--- config.mk ---
export PLATFORM = sky130hd
export DESIGN_NAME = lpc_residual_and_restore_flat
export DESIGN_NICKNAME = d
export VERILOG_FILES = /design/src/lpcrr_pkg.sv /design/src/lpcrr_if.sv /design/src/lpcrr_mac.sv /design/src/lpc_residual_and_restore.sv /design/src/flat_wrapper.sv
export SDC_FILE = /design/constraint.sdc
export NUM_CORES = 2
export LEC_CHECK = 0
export BUFFER_PORTS_ARGS = -buffer_cell sky130_fd_sc_hd__buf_2
export CAP_MARGIN = 15
export CORE_MARGIN = 5
export CORE_UTILIZATION = 47
export DETAILED_ROUTE_END_ITERATION = 8
export PLACE_DENSITY = 0.73
export SLEW_MARGIN = 10
export SYNTH_ARGS = -nofsm -noshare
export SYNTH_HDL_FRONTEND = slang
export SYNTH_HIERARCHICAL = 1
export SYNTH_SLANG_ARGS = --single-unit
--- constraint.sdc ---
create_clock -name clk -period 58 [get_ports clk]
set_input_delay 14.5 -clock clk [delete_from_list [all_inputs] [get_ports clk]]
set_output_delay 14.5 -clock clk [all_outputs]
set_load 0.02 [all_outputs]
--- src/lpcrr_pkg.sv ---
// Shared widths, codes and helper functions for the linear-prediction residual engine.
package lpcrr_pkg;

  localparam int NUM_TAPS    = 32;
  localparam int SAMPLE_BITS = 32;

  localparam int DATA_W      = 32;
  localparam int COEF_W      = 16;
  localparam int MODE_W      = 2;
  localparam int COEF_IDX_W  = 5;
  localparam int ORDER_W     = 6;
  localparam int SHIFT_W     = 5;
  localparam int IDX_W       = (NUM_TAPS > 1) ? $clog2(NUM_TAPS) : 1;
  localparam int CFG_IDX_W   = 2;
  localparam int CFG_DATA_W  = 6;

  localparam logic [MODE_W-1:0] MODE_LOAD_COEF = 2'd0;
  localparam logic [MODE_W-1:0] MODE_PUSH      = 2'd1;
  localparam logic [MODE_W-1:0] MODE_PREDICT   = 2'd2;

  localparam logic [CFG_IDX_W-1:0] CFG_DIRECTION = 2'd0;
  localparam logic [CFG_IDX_W-1:0] CFG_ORDER     = 2'd1;
  localparam logic [CFG_IDX_W-1:0] CFG_QSHIFT    = 2'd2;

  localparam logic DIR_ENCODE = 1'b0;
  localparam logic DIR_DECODE = 1'b1;

  typedef struct packed {
    logic clear;
    logic mul_en;
    logic acc_en;
  } mac_ctrl_t;

  // Incoming samples are taken as SAMPLE_BITS-bit two's complement values.
  function automatic logic signed [DATA_W-1:0] take_sample(input logic [DATA_W-1:0] v);
    logic signed [SAMPLE_BITS-1:0] t;
    t = v[SAMPLE_BITS-1:0];
    return DATA_W'(t);
  endfunction

endpackage

--- src/lpcrr_if.sv ---
// Request and result channel interfaces of the linear-prediction residual engine.
interface lpcrr_in_if;
  logic                                         valid;
  logic                                         ready;
  logic        [lpcrr_pkg::MODE_W-1:0]          mode;
  logic        [lpcrr_pkg::COEF_IDX_W-1:0]      coef_index;
  logic signed [lpcrr_pkg::COEF_W-1:0]          coef_value;
  logic signed [lpcrr_pkg::DATA_W-1:0]          in_value;
  logic                                         end_of_block;

  modport source (output valid, mode, coef_index, coef_value, in_value, end_of_block,
                  input ready);
  modport sink (input valid, mode, coef_index, coef_value, in_value, end_of_block,
                output ready);
endinterface

interface lpcrr_out_if;
  logic                                valid;
  logic                                ready;
  logic signed [lpcrr_pkg::DATA_W-1:0] out_value;
  logic                                out_end_of_block;

  modport source (output valid, out_value, out_end_of_block, input ready);
  modport sink (input valid, out_value, out_end_of_block, output ready);
endinterface

--- src/lpcrr_mac.sv ---
// Shared multiply-accumulate unit with a registered product and a wrapping accumulator.
module lpcrr_mac (
  input  logic                                clk,
  input  lpcrr_pkg::mac_ctrl_t                ctrl,
  input  logic signed [lpcrr_pkg::COEF_W-1:0] coef,
  input  logic signed [lpcrr_pkg::DATA_W-1:0] sample,
  output logic        [lpcrr_pkg::DATA_W-1:0] acc
);

  localparam int PROD_W = lpcrr_pkg::COEF_W + lpcrr_pkg::DATA_W;

  logic signed [PROD_W-1:0]           product;
  logic        [lpcrr_pkg::DATA_W-1:0] prod_r;
  logic        [lpcrr_pkg::DATA_W-1:0] acc_r;

  assign product = coef * sample;

  always_ff @(posedge clk) begin
    if (ctrl.mul_en) begin
      prod_r <= product[lpcrr_pkg::DATA_W-1:0];
    end
    if (ctrl.clear) begin
      acc_r <= '0;
    end else if (ctrl.acc_en) begin
      acc_r <= acc_r + prod_r;
    end
  end

  assign acc = acc_r;

endmodule

--- src/lpc_residual_and_restore.sv ---
// Top level of the linear-prediction residual and restore engine.
// Coefficient loads (mode 0) and warm-up pushes (mode 1) take effect when accepted in idle,
// and mode 3 requests are ignored. A predict request (mode 2) steps through the taps: the one
// shared 16x32 multiplier feeds one tap per cycle into the accumulator, a drain state adds the
// last product, and a final state shifts the sum, forms the result and updates the history.
// The result waits in an output register, and the block takes new requests while it waits;
// a following predict holds in its final state until that register is free.
module lpc_residual_and_restore (
  input  logic                                    clk,
  input  logic                                    rst_n,
  lpcrr_in_if.sink                                in_ch,
  lpcrr_out_if.source                             out_ch,
  input  logic                                    cfg_we,
  input  logic [lpcrr_pkg::CFG_IDX_W-1:0]         cfg_index,
  input  logic [lpcrr_pkg::CFG_DATA_W-1:0]        cfg_wdata
);

  typedef enum logic [3:0] {
    S_IDLE  = 4'b0001,
    S_MAC   = 4'b0010,
    S_DRAIN = 4'b0100,
    S_FIN   = 4'b1000
  } state_t;

  state_t state_r, state_nxt;

  logic                                  direction_r;
  logic [lpcrr_pkg::ORDER_W-1:0]         order_r;
  logic [lpcrr_pkg::SHIFT_W-1:0]         qshift_r;

  logic signed [lpcrr_pkg::COEF_W-1:0]   coef_r [lpcrr_pkg::NUM_TAPS];
  logic signed [lpcrr_pkg::DATA_W-1:0]   hist_r [lpcrr_pkg::NUM_TAPS];

  logic [lpcrr_pkg::IDX_W-1:0]           cnt_r, cnt_nxt;
  logic [lpcrr_pkg::IDX_W-1:0]           order_last;
  logic [lpcrr_pkg::DATA_W-1:0]          value_r;
  logic                                  eob_r;

  logic                                  out_valid_r;
  logic signed [lpcrr_pkg::DATA_W-1:0]   out_value_r;
  logic                                  out_eob_r;

  logic                                  in_acc;
  logic                                  fin_go;
  logic                                  push_en;
  logic signed [lpcrr_pkg::DATA_W-1:0]   push_val;
  logic signed [lpcrr_pkg::DATA_W-1:0]   pred;
  logic signed [lpcrr_pkg::DATA_W-1:0]   sample;
  logic signed [lpcrr_pkg::DATA_W-1:0]   result;
  logic [lpcrr_pkg::DATA_W-1:0]          acc;
  lpcrr_pkg::mac_ctrl_t                  mac_ctrl;

  assign in_ch.ready = (state_r == S_IDLE);
  assign in_acc      = in_ch.valid && in_ch.ready;
  assign fin_go      = (state_r == S_FIN) && (!out_valid_r || out_ch.ready);

  always_comb begin
    if (order_r == '0) begin
      order_last = '0;
    end else if (order_r > lpcrr_pkg::ORDER_W'(lpcrr_pkg::NUM_TAPS)) begin
      order_last = lpcrr_pkg::IDX_W'(lpcrr_pkg::NUM_TAPS - 1);
    end else begin
      order_last = lpcrr_pkg::IDX_W'(order_r - lpcrr_pkg::ORDER_W'(1));
    end
  end

  always_ff @(posedge clk) begin
    if (!rst_n) begin
      direction_r <= lpcrr_pkg::DIR_ENCODE;
      order_r     <= lpcrr_pkg::ORDER_W'(1);
      qshift_r    <= '0;
    end else if (cfg_we) begin
      case (cfg_index)
        lpcrr_pkg::CFG_DIRECTION: direction_r <= cfg_wdata[0];
        lpcrr_pkg::CFG_ORDER:     order_r     <= cfg_wdata[lpcrr_pkg::ORDER_W-1:0];
        lpcrr_pkg::CFG_QSHIFT:    qshift_r    <= cfg_wdata[lpcrr_pkg::SHIFT_W-1:0];
        default: ;
      endcase
    end
  end

  always_comb begin
    state_nxt = state_r;
    cnt_nxt   = cnt_r;
    mac_ctrl  = '0;
    case (state_r)
      S_IDLE: begin
        cnt_nxt = '0;
        if (in_acc && in_ch.mode == lpcrr_pkg::MODE_PREDICT) begin
          state_nxt = S_MAC;
        end
      end
      S_MAC: begin
        mac_ctrl.mul_en = 1'b1;
        mac_ctrl.clear  = (cnt_r == '0);
        mac_ctrl.acc_en = (cnt_r != '0);
        cnt_nxt         = cnt_r + lpcrr_pkg::IDX_W'(1);
        if (cnt_r == order_last) begin
          state_nxt = S_DRAIN;
        end
      end
      S_DRAIN: begin
        mac_ctrl.acc_en = 1'b1;
        state_nxt       = S_FIN;
      end
      S_FIN: begin
        if (fin_go) begin
          state_nxt = S_IDLE;
        end
      end
      default: begin
        state_nxt = S_IDLE;
      end
    endcase
  end

  always_ff @(posedge clk) begin
    if (!rst_n) begin
      state_r <= S_IDLE;
      cnt_r   <= '0;
    end else begin
      state_r <= state_nxt;
      cnt_r   <= cnt_nxt;
    end
  end

  always_ff @(posedge clk) begin
    if (in_acc) begin
      value_r <= in_ch.in_value;
      eob_r   <= in_ch.end_of_block;
    end
  end

  lpcrr_mac u_mac (
    .clk    (clk),
    .ctrl   (mac_ctrl),
    .coef   (coef_r[cnt_r]),
    .sample (hist_r[cnt_r]),
    .acc    (acc)
  );

  assign pred   = $signed(acc) >>> qshift_r;
  assign sample = (direction_r == lpcrr_pkg::DIR_DECODE) ? $signed(value_r)
                                                        : lpcrr_pkg::take_sample(value_r);
  assign result = (direction_r == lpcrr_pkg::DIR_DECODE) ? sample + pred : sample - pred;

  always_comb begin
    push_en  = 1'b0;
    push_val = lpcrr_pkg::take_sample(in_ch.in_value);
    if (fin_go) begin
      push_en  = 1'b1;
      push_val = (direction_r == lpcrr_pkg::DIR_DECODE) ? result : sample;
    end else if (in_acc && in_ch.mode == lpcrr_pkg::MODE_PUSH) begin
      push_en = 1'b1;
    end
  end

  always_ff @(posedge clk) begin
    if (!rst_n) begin
      for (int i = 0; i < lpcrr_pkg::NUM_TAPS; i++) begin
        coef_r[i] <= '0;
        hist_r[i] <= '0;
      end
    end else begin
      if (in_acc && in_ch.mode == lpcrr_pkg::MODE_LOAD_COEF &&
          32'(in_ch.coef_index) < 32'(lpcrr_pkg::NUM_TAPS)) begin
        coef_r[lpcrr_pkg::IDX_W'(in_ch.coef_index)] <= in_ch.coef_value;
      end
      if (push_en) begin
        for (int i = lpcrr_pkg::NUM_TAPS - 1; i > 0; i--) begin
          hist_r[i] <= hist_r[i-1];
        end
        hist_r[0] <= push_val;
      end
    end
  end

  always_ff @(posedge clk) begin
    if (!rst_n) begin
      out_valid_r <= 1'b0;
    end else if (fin_go) begin
      out_valid_r <= 1'b1;
    end else if (out_ch.ready) begin
      out_valid_r <= 1'b0;
    end
  end

  always_ff @(posedge clk) begin
    if (fin_go) begin
      out_value_r <= result;
      out_eob_r   <= eob_r;
    end
  end

  assign out_ch.valid            = out_valid_r;
  assign out_ch.out_value        = out_value_r;
  assign out_ch.out_end_of_block = out_eob_r;

  a_predict_starts_mac: assert property (@(posedge clk) disable iff (!rst_n)
    in_acc && in_ch.mode == lpcrr_pkg::MODE_PREDICT |=> state_r == S_MAC)
    else $error("predict request did not start the accumulation");

  a_drain_then_fin: assert property (@(posedge clk) disable iff (!rst_n)
    state_r == S_DRAIN |=> state_r == S_FIN)
    else $error("drain cycle not followed by the final cycle");

  a_fin_loads_output: assert property (@(posedge clk) disable iff (!rst_n)
    fin_go |=> out_valid_r && state_r == S_IDLE)
    else $error("final cycle did not load the output register");

  a_fin_holds_on_stall: assert property (@(posedge clk) disable iff (!rst_n)
    state_r == S_FIN && out_valid_r && !out_ch.ready |=> state_r == S_FIN && out_valid_r)
    else $error("final cycle left while the output register was full");

  a_result_from_fin: assert property (@(posedge clk) disable iff (!rst_n)
    $rose(out_valid_r) |-> $past(state_r == S_FIN))
    else $error("result appeared without a finished prediction");

endmodule
--- src/flat_wrapper.sv ---
// flat-port wrapper written by rule: the top's interface ports become plain ports
module lpc_residual_and_restore_flat 
  (clk, rst_n, cfg_we, cfg_index, cfg_wdata, in_ch_valid, in_ch_mode, in_ch_coef_index, in_ch_coef_value, in_ch_in_value, in_ch_end_of_block, in_ch_ready, out_ch_valid, out_ch_out_value, out_ch_out_end_of_block, out_ch_ready);
  lpcrr_in_if in_ch_i ();
  lpcrr_out_if out_ch_i ();
  input  logic clk;
  input  logic rst_n;
  input  logic cfg_we;
  input  logic [lpcrr_pkg::CFG_IDX_W-1:0] cfg_index;
  input  logic [lpcrr_pkg::CFG_DATA_W-1:0] cfg_wdata;
  input wire logic [$bits(in_ch_i.valid)-1:0] in_ch_valid;
  input wire logic [$bits(in_ch_i.mode)-1:0] in_ch_mode;
  input wire logic [$bits(in_ch_i.coef_index)-1:0] in_ch_coef_index;
  input wire logic [$bits(in_ch_i.coef_value)-1:0] in_ch_coef_value;
  input wire logic [$bits(in_ch_i.in_value)-1:0] in_ch_in_value;
  input wire logic [$bits(in_ch_i.end_of_block)-1:0] in_ch_end_of_block;
  output wire logic [$bits(in_ch_i.ready)-1:0] in_ch_ready;
  output wire logic [$bits(out_ch_i.valid)-1:0] out_ch_valid;
  output wire logic [$bits(out_ch_i.out_value)-1:0] out_ch_out_value;
  output wire logic [$bits(out_ch_i.out_end_of_block)-1:0] out_ch_out_end_of_block;
  input wire logic [$bits(out_ch_i.ready)-1:0] out_ch_ready;
  assign in_ch_i.valid = in_ch_valid;
  assign in_ch_i.mode = in_ch_mode;
  assign in_ch_i.coef_index = in_ch_coef_index;
  assign in_ch_i.coef_value = in_ch_coef_value;
  assign in_ch_i.in_value = in_ch_in_value;
  assign in_ch_i.end_of_block = in_ch_end_of_block;
  assign in_ch_ready = in_ch_i.ready;
  assign out_ch_valid = out_ch_i.valid;
  assign out_ch_out_value = out_ch_i.out_value;
  assign out_ch_out_end_of_block = out_ch_i.out_end_of_block;
  assign out_ch_i.ready = out_ch_ready;
  lpc_residual_and_restore u_core (.clk(clk), .rst_n(rst_n), .in_ch(in_ch_i), .out_ch(out_ch_i), .cfg_we(cfg_we), .cfg_index(cfg_index), .cfg_wdata(cfg_wdata));
endmodule
==> results.cfg <==
[die]
die_w_um = 455
dieArea_um2 = 207000
ios = 104
start_util_pct = 47.2
rows = 163
die_h_um = 455
core_area_um2 = 197000

[placed_design]
preCtsSetupSlack_ns = 37.96
gp_congestion = 0.908
portBuffers = 103
postPlaceCellArea_um2 = 95600
hpwl_mm = 135
dp_cells = 9038

[worst_setup_path]
cp_cell_sequence = buf_2 > nand2_1 > nor2_1 > a21oi_1 > nand2_4 > buf_4 > buf_4 > buf_4 > buf_4
crit_family = buffers and inverters
cp.required_ns = 58.44
worstSetupPathType = in2reg
path_buf_inv = 5
critPathLaunch = in_ch_valid
cp-end-kind = register
path_max_fanout = 84
cp-start-kind = input port
slowest_delay_ns = 0.94
cp_common_cell = buf_4
cp_slowest_cell = buf_4
arrival_ns = 19.70

[sta]
timing.hold.ws_ns = 0.431
setup_tns_ns = 0
finalMaxSlewViolations = 0
final_hold_viol_count = 0
setup_slack_ns = 38.74
max_slew_margin_pct = 9.12
finalCritPeriodShare_pct = 33.2
worstMarginPinSlew_ns = 1.36
fmax_ghz = 0.0519
setup_viol = 0
period_needed_ns = 19.26
grt_setup_unrepaired = no
clock-skew-final_ns = 0.0984

[clock_network]
h-tree-depth = 4
cts_made_buffers = 176
post_cts_buffers = 0
cts_resized = 0
clk_pin_slew_ns = 0.06
cts_root_buf = clkbuf_16
clockBufferDepth = 3
cts_hold_buf = 0
clock_latency_ns = 0.85
clkSinkCount = 1693
cts_tree = yes

[logic_synthesis]
synthTopCellsByArea = edfxtp_1, mux4_2, and3_1, fa_1, and2_1
async_flop_share_pct = 0
yosys_warnings = 6
synth.distinct_cells = 100
postSynthCellCount = 6780
avgSynthCellArea_um2 = 13.7
syn-cell-area_um2 = 93200
synth_top_area_share_pct = 52.7
synth_fp_nets = 7321
synth_seq_cells = 1693
synth_flop_cell = edfxtp_1
ys_seq_area_share_pct = 53.9
synth_edf_count = 1634
yosysTopAreaCell = edfxtp_1

[worst_hold_path]
hold_start = u_core/eob_r
hold_class = reg2reg

[layout]
multi_input_area_um2 = 39300
drive_gt1_share_pct = 16.1
fillers = 16040
regArea_um2 = 50300
nNetsFinal = 7120
fin_util_pct = 51.4
finalNonFillerCells = 9363
syn2layout_area_growth_pct = 8.83
final_area_um2 = 101000

[grt]
grt_pass1_vias = 56542
grt_pass1_wl_mm = 340
grt_max_degree = 326
overflow = 0
grt_usage_pct = 21.0
antenna_found_initial = 4

[power]
fin_total_pwr_mw = 3.24
ir_drop_mv = 0.0290
power_density_nw_per_um2 = 31.9
leakagePower_nw = 40.6

[detailed_routing]
drt_iter0_markers = 6888
wl_met1_mm = 94.0
drc = 0
drt_wl_total_mm = 220
ant_nets = 0
num_vias = 56110
routed-wl-met2_mm = 102
first_pass_iters = 6
dr_wl_met3_mm = 17.7
topRoutingLayerUsed = met4
viasPerCell = 5.99
wire_per_inst_um = 23.5

[flow_run]
maxCapViolCount = 0

[status]
status = completed
==> cell usage after synthesis (all sizes together), types with 65 or more instances <==
| cell type | n |
|---|---|
| nand2 | 339 |
| a21oi | 127 |
| mux4 | 509 |
| xnor2 | 102 |
| o21ai | 124 |
| and3 | 1009 |
| fa | 306 |
| inv | 424 |
| clkbuf | 481 |
| and2 | 679 |
| mux2i | 65 |
| mux2 | 72 |
| ha | 166 |
| nor2 | 169 |
| buf | 68 |
| edfxtp | 1634 |
==> path summary, 6_finish.rpt <==
path                                                        to  slack (ns)  cells past startpoint
worst min-delay path            u_core/out_ch.out_end_of_block        0.43                      0
worst max-delay path                     u_core/hist_r[15][13]       38.74                      9
worst min register to register  u_core/out_ch.out_end_of_block        0.43                      0
worst max register to register         u_core/u_mac/prod_r[30]       46.32                     28
==> cells in the final DEF (no fill, tap or decap), types with 30 or more instances in the layout <==
| cell | count |
|---|---|
| buf_4 | 59 |
| xnor2_1 | 102 |
| xor2_1 | 43 |
| clkbuf_16 | 177 |
| a211oi_1 | 43 |
| edfxtp_1 | 1634 |
| a21oi_1 | 123 |
| buf_2 | 102 |
| fa_1 | 306 |
| o21ai_2 | 34 |
| inv_1 | 421 |
| nand3_1 | 34 |
| o21ai_0 | 87 |
| nor2_1 | 168 |
| nand2_1 | 336 |
| mux2i_1 | 65 |
| dfxtp_1 | 51 |
| and3_1 | 1008 |
| and2_1 | 678 |
| mux4_2 | 503 |
| clkinv_2 | 30 |
| mux2_2 | 71 |
| ha_1 | 166 |
| clkbuf_1 | 46 |
==> kinds of logic (layout without fill, tap and decap cells) <==
kind of cell / count (synthesis) / in the layout / share of synthesized area, %
buf+inv: 975 / 916 / 4.00
simple gates: 2373 / 2373 / 14.6
flops: 1693 / 1693 / 53.9
mux: 646 / 646 / 13.9
fa+ha+maj: 475 / 475 / 8.84
compound gates: 473 / 473 / 3.33
other cells: 0 / 2 / 0
xor+xnor: 145 / 145 / 1.36
==> final cells by class <==
| type | instances | area share, % |
|---|---|---|
| diodes | 2 | 0.00494 |
| clock buffers | 225 | 4.57 |
| clock inverters | 95 | 1.10 |
| inverters | 426 | 1.58 |
| multi-input cells | 4112 | 38.8 |
| flip-flops and latches | 1693 | 49.6 |
| well taps | 2640 | 3.26 |
| repair buffers | 170 | 1.10 |
==> power by group <==
group          internal [mW]  switching (mW)  total [mW]
Combinational          0.249           0.410       0.659
Clock                  0.634           0.489        1.12
Sequential              1.43          0.0317        1.46
==> sequential cells by signal, summed over array words and instances (netlist names), 4 cells and up, named ones only <==
register / cells
u_core/cnt_r: 5
u_core/out_ch.out_value: 32
u_core/order_r: 6
u_core/state_r: 4
u_core/sample: 32
u_core/hist_r: 1024
u_core/u_mac/prod_r: 32
u_core/coef_r: 512
u_core/qshift_r: 5
u_core/u_mac/acc: 32
==> routing by layer <==
layer	global-route usage, %	up-vias
met5	0	-
met4	6.07	0
met3	3.68	333
met2	32.7	2353
met1	30.7	28842
li1	-	24582
Note: power is estimated with default switching activity, not from simulation.
